<file path="src/hw/rtl/assert_macros.svh">
// Assertion macros for the RTL that checks its own logic.
`ifndef ASSERT_MACROS_SVH
`define ASSERT_MACROS_SVH

// Same-cycle implication, sampled on clk, off while rst is high.
`define ASSERT_IMP(lbl, ante, cons) \
  lbl: assert property (@(posedge clk) disable iff (rst) (ante) |-> (cons)) \
    else $error("same-cycle check failed");

// Next-cycle implication, sampled on clk, off while rst is high.
`define ASSERT_NEXT(lbl, ante, cons) \
  lbl: assert property (@(posedge clk) disable iff (rst) (ante) |=> (cons)) \
    else $error("next-cycle check failed");

`endif

</file>
<file path="src/hw/rtl/fyp_pkg.sv">
// Shared constants, types and helpers of the permutation table block.
`default_nettype none

package fyp_pkg;

  localparam int TABLE_DEPTH = 4096;
  localparam int ADDR_W      = $clog2(TABLE_DEPTH);
  localparam int VAL_W       = 16;
  localparam int RAND_W      = 31;
  localparam int IDX_W       = 12;
  localparam int EXP_W       = 2;
  localparam int DIV_W       = ADDR_W + 1;
  localparam int CNT_W       = $clog2(RAND_W + 1);
  localparam int IN_TDATA_W  = ((RAND_W + IDX_W + 7) / 8) * 8;
  localparam int OUT_TDATA_W = ((VAL_W + 1 + 7) / 8) * 8;
  localparam int CFG_ADDR_W  = 1;

  // Operation codes carried in the input beat
  typedef enum logic [1:0] {
    OP_FILL  = 2'd0,
    OP_BEGIN = 2'd1,
    OP_SWAP  = 2'd2,
    OP_READ  = 2'd3
  } op_t;

  // Configuration register indexes
  localparam logic [CFG_ADDR_W-1:0] CFG_SIZE_EXP = 1'b0;
  localparam logic [CFG_ADDR_W-1:0] CFG_START    = 1'b1;

  // Request to the modulo unit
  typedef struct packed {
    logic              start;
    logic [RAND_W-1:0] dividend;
    logic [DIV_W-1:0]  divisor;
  } mod_req_t;

  // Answer of the modulo unit
  typedef struct packed {
    logic              done;
    logic [ADDR_W-1:0] rem;
  } mod_rsp_t;

  // Last index of the active table: 16^exp entries, clamped to the depth
  function automatic logic [ADDR_W-1:0] size_m1(input logic [EXP_W-1:0] exp);
    logic [31:0] sz;
    sz = 32'(1) << (4 * exp);
    if (sz > 32'(TABLE_DEPTH)) begin
      sz = 32'(TABLE_DEPTH);
    end
    return ADDR_W'(sz - 32'(1));
  endfunction

endpackage

`default_nettype wire

</file>
<file path="src/hw/rtl/fyp_mod.sv">
// Bit-serial restoring modulo unit: one dividend bit per cycle.
`default_nettype none

module fyp_mod (
  input  wire logic             clk,
  input  wire logic             rst,
  input  wire fyp_pkg::mod_req_t req,
  output      fyp_pkg::mod_rsp_t rsp
);
  import fyp_pkg::*;

  logic              busy;
  logic              done;
  logic [CNT_W-1:0]  cnt;
  logic [RAND_W-1:0] quo;
  logic [DIV_W-1:0]  rem;
  logic [DIV_W-1:0]  rem_next;
  logic [DIV_W-1:0]  divisor;
  logic [DIV_W:0]    trial;

  // Shift in the next dividend bit, subtract when the divisor fits
  always_comb begin
    trial = {rem, quo[RAND_W-1]};
    if (trial >= {1'b0, divisor}) begin
      rem_next = DIV_W'(trial - {1'b0, divisor});
    end else begin
      rem_next = DIV_W'(trial);
    end
  end

  // Load on start, advance one bit a cycle, pulse done after the last bit
  always_ff @(posedge clk) begin
    if (rst) begin
      busy <= 1'b0;
      done <= 1'b0;
    end else begin
      done <= 1'b0;
      if (req.start) begin
        quo     <= req.dividend;
        divisor <= req.divisor;
        rem     <= '0;
        cnt     <= CNT_W'(RAND_W);
        busy    <= 1'b1;
      end else if (busy) begin
        rem <= rem_next;
        quo <= quo << 1;
        cnt <= cnt - CNT_W'(1);
        if (cnt == CNT_W'(1)) begin
          busy <= 1'b0;
          done <= 1'b1;
        end
      end
    end
  end

  assign rsp.done = done;
  assign rsp.rem  = rem[ADDR_W-1:0];

endmodule

`default_nettype wire

</file>
<file path="config.mk">
export PLATFORM = sky130hd
export DESIGN_NAME = fyp_mod
export DESIGN_NICKNAME = d
export VERILOG_FILES = /design/src/hw/rtl/assert_macros.svh /design/src/hw/rtl/fyp_pkg.sv /design/src/hw/rtl/fyp_mod.sv
export SDC_FILE = /design/constraint.sdc
export NUM_CORES = 1
export LEC_CHECK = 0
export BUFFER_PORTS_ARGS = -buffer_cell sky130_fd_sc_hd__buf_2
export CORE_MARGIN = 10
export CORE_UTILIZATION = 30
export CTS_BUF_LIST = sky130_fd_sc_hd__clkbuf_2 sky130_fd_sc_hd__clkbuf_4 sky130_fd_sc_hd__clkbuf_8
export CTS_CLUSTER_DIAMETER = 200
export DETAILED_ROUTE_END_ITERATION = 12
export GPL_TIMING_DRIVEN = 0
export SYNTH_ARGS = -nofsm -noshare
export SYNTH_HDL_FRONTEND = slang
export SYNTH_SLANG_ARGS = --single-unit
</file>
<file path="constraint.sdc">
create_clock -name clk -period 5.4 [get_ports clk]
set_clock_uncertainty 0.1 [all_clocks]
set_input_delay 0.54 -clock clk [delete_from_list [all_inputs] [get_ports clk]]
set_output_delay 0.54 -clock clk [all_outputs]
set_load 0.05 [all_outputs]
</file>
==> results.sh <==
export IMPL_grt_max_degree=30
export IMPL_drt_antenna_violating_nets=0
export IMPL_drc=0
export IMPL_first_global_vias=2395
export IMPL_drt_pass1_iter_count=4
export IMPL_numPortBuffers=58
export IMPL_drt_wl_total_um=6839
export IMPL_yosysWarnings=0
export IMPL_start_kind="flop"
export IMPL_grt_pass1_wl_um=11390
export IMPL_min_delay_start="req[0]"
export IMPL_cts_resized=0
export IMPL_cts_hold_buf=0
export IMPL_dp_hpwl_um=5101
export IMPL_crit_type="reg -> reg"
export IMPL_crit_chain="inv_1, ha_1, fa_1, and2b_1, o2111ai_2, a21oi_2, nor3_2, o21ai_4, buf_12, mux2i_1, nor2_1"
export IMPL_io_pins=60
export IMPL_worstPathRequired_ps=5380
export IMPL_ir_drop_uv=137.6
export IMPL_drtIter0Drc=54
export IMPL_min_to="divisor[0]$_DFFE_PP_"
export IMPL_yosys_area_top_type_share_pct=55.23
export IMPL_yosys_top_cells_area="edfxtp_1 (55%), mux2_2 (10%), ha_1 (5.6%)"
export IMPL_path_max_fanout=10
export IMPL_cpPeakStageDelay_ps=410
export IMPL_die_w_um=126
export IMPL_leakage_uw=0.001683
export IMPL_switching_power_uw=388.4
export IMPL_p_int_uw=984.3
export IMPL_seqPwrFrac_pct=44.3
export IMPL_finalNetCount=393
export IMPL_drive_gt1_share_pct=38.81
export IMPL_status="finished, final reports clean"
export IMPL_areaGrowthSynthToFinish_pct=21.83
export IMPL_dieArea_sq_mm=0.01588
export IMPL_cts_setup_buffers=0
export IMPL_netSwitchingFraction_pct=28.30
export IMPL_cts_htree_levels=3
export IMPL_regToRegSetupSlack_ps=2420
export IMPL_fmax_ghz=0.3356
export IMPL_synth_seq_cells=64
export IMPL_initial_utilization_pct=30.82
export IMPL_power_frac_comb_pct=21.0
export IMPL_critPathTopFamily="compound AO/OA/AOI/OAI gates"
export IMPL_drv_cap=0
export IMPL_synthesis_area_sq_mm=0.003371
export IMPL_relSlewSlack_pct=54.01
export IMPL_netlist_top_cells_count="edfxtp_1 (62), mux2_2 (30), nor2_1 (22)"
export IMPL_drv_slew=0
export IMPL_clock_path_buffers=2
export IMPL_holdPathStages=1
export IMPL_antenna_found_initial=3
export IMPL_syn_area_per_cell_sq_um=13.01
export IMPL_gp_congestion=0.8158
export IMPL_critPathArrivalTime_ps=2960
export IMPL_insertion_delay_ps=350
export IMPL_ff2ff_path_depth=11
export IMPL_period_needed_ps=2980
export IMPL_cp_num_buf_inv=2
export IMPL_vias=2142
export IMPL_synth_ff_type="edfxtp_1"
export IMPL_tightestPinTransition_ps=688.2
export IMPL_hold_path_class="in -> reg"
export IMPL_synth_edf_count=62
export IMPL_cts_sinks=64
export IMPL_utilization_pct=37.55
export IMPL_setup_viol=0
export IMPL_reg2reg_from="quo[30]$_DFFE_PP_"
export IMPL_hold_viol=0
export IMPL_async_flop_share_pct=0
export IMPL_path_clk_slew_ps=80
export IMPL_viasPerCell=4.491
export IMPL_p_per_area_mw_per_mm2=334.3
export IMPL_netlist_instances=259
export IMPL_grt_use_total_pct=8.813
export IMPL_cpMaxStageDelayCell="fa_1"
export IMPL_cts_buffers=9
export IMPL_clkPwrFrac_pct=34.7
export IMPL_post_route_period_util_pct=55.18
export IMPL_row_count=38
export IMPL_die_y_um=126
export IMPL_synth_distinct_cells=42
export IMPL_rsz0062_at_grt="no"
export IMPL_instances_no_fill=477
export IMPL_place_inst=458
export IMPL_yosysTopAreaCell="edfxtp_1"
export IMPL_root_buffer="clkbuf_8"
export IMPL_cts_tree="built"
export IMPL_r2r_end="rem[7]$_SDFFCE_PP0P_"
export IMPL_wire_per_inst_um=14.34
export IMPL_yosysMostFrequentCell="edfxtp_1"
export IMPL_yosysSeqAreaShare_pct=56.42
export IMPL_core_sq_mm=0.01094
export IMPL_worst_setup_path_end_kind="flop"
export IMPL_gr_total_overflow=0
export IMPL_synth_fp_nets=322
export IMPL_tns_ps=0
export IMPL_power_uw=1373
-- how the worst max path moves through the flow --
stage	start	endpoint	slack (ps)	depth (start not counted)
global route	quo[30]$_DFFE_PP_	rem[6]$_SDFFCE_PP0P_	2250	11
finish	quo[30]$_DFFE_PP_	rem[7]$_SDFFCE_PP0P_	2420	11
global placement	req[44]	quo[5]$_DFFE_PP_	170	4
floorplan	req[44]	cnt[0]$_SDFFCE_PP1P_	1480	4
CTS	quo[30]$_DFFE_PP_	rem[7]$_SDFFCE_PP0P_	2410	11
detailed placement	req[44]	divisor[4]$_DFFE_PP_	2030	4
-- sequential cells by signal (all words and copies together), names as in the netlist --
register / flops
quo: 31
busy: 1
done: 1
divisor: 13
rem: 13
cnt: 5
-- layer usage --
metal  part of all wire [%]  global-route usage [%]  vias up
li1                       -                       -     1078
met1                     44                   9.987      993
met2                     45                   13.71       59
met3                    9.3                   4.614       12
met4                    1.4                   3.550        0
met5                      0                       0        -
-- area by class of cell --
cell class	instances	area, sq um
fill	1090	6829
sequential	64	1902
multi-input combinational	157	1269
timing repair buffer	60	321.6
tap	140	175.2
buffer	19	136.4
clock buffer	9	123.9
clock inverter	7	102.6
inverter	19	71.32
antenna	2	5.005
-- logic make-up (layout without fill, tap and decap cells) --
| logic type | after synthesis | in the layout | share of synthesized area (%) |
|---|---|---|---|
| buffers and inverters | 38 | 114 | 6.162 |
| AO/OA/AOI/OAI | 37 | 37 | 8.018 |
| other | 0 | 2 | 0 |
| flip-flops | 64 | 64 | 56.42 |
| XOR/XNOR | 9 | 9 | 2.339 |
| adder cells (fa/ha/maj) | 16 | 16 | 6.162 |
| multiplexers | 41 | 41 | 13.29 |
| AND/OR/NAND/NOR | 54 | 54 | 7.610 |
-- power by group through the flow --
stage          Clock, uW  Combinational [uW]  Sequential [uW]
2_1_floorplan          0                 226              615
3_3_place_gp           0                 282              621
3_5_place_dp           0                 289              620
4_1_cts              491                 291              609
5_1_grt              508                 322              613
6_report             477                 289              608
-- layout by cell type, fill, tap and decap left out, types with 2 or more instances in the layout --
cell and instances:
edfxtp_1 62, buf_2 58, mux2_2 30, nor2_1 21, inv_1 19, ha_1 15, buf_4 13, nand2_1 11
mux2i_1 11, xnor2_1 9, a21oi_1 9, clkbuf_8 9, clkbuf_1 5, o21ai_0 5, nand3_1 4, nand2b_1 3
a211oi_1 3, a21o_1 3, o211ai_1 3, and3_1 3, inv_6 3, diode_2 2, a21oi_2 2, buf_12 2
a21boi_0 2, nor2_2 2, a211oi_2 2, dfxtp_1 2, bufinv_16 2
-- through the flow --
stage / instance area [sq um] / setup WS (ps) / hold slack, ps
2_1_floorplan: 3371 / 1480 / 353.6
3_3_place_gp: 3836 / 171.5 / 376.6
3_5_place_dp: 3864 / 2032 / 372.9
4_1_cts: 4090 / 2406 / 242.4
5_1_grt: 4101 / 2250 / 248.9
6_report: 4106 / 2420 / 262.5
Note: power is estimated with default switching activity, not from simulation.
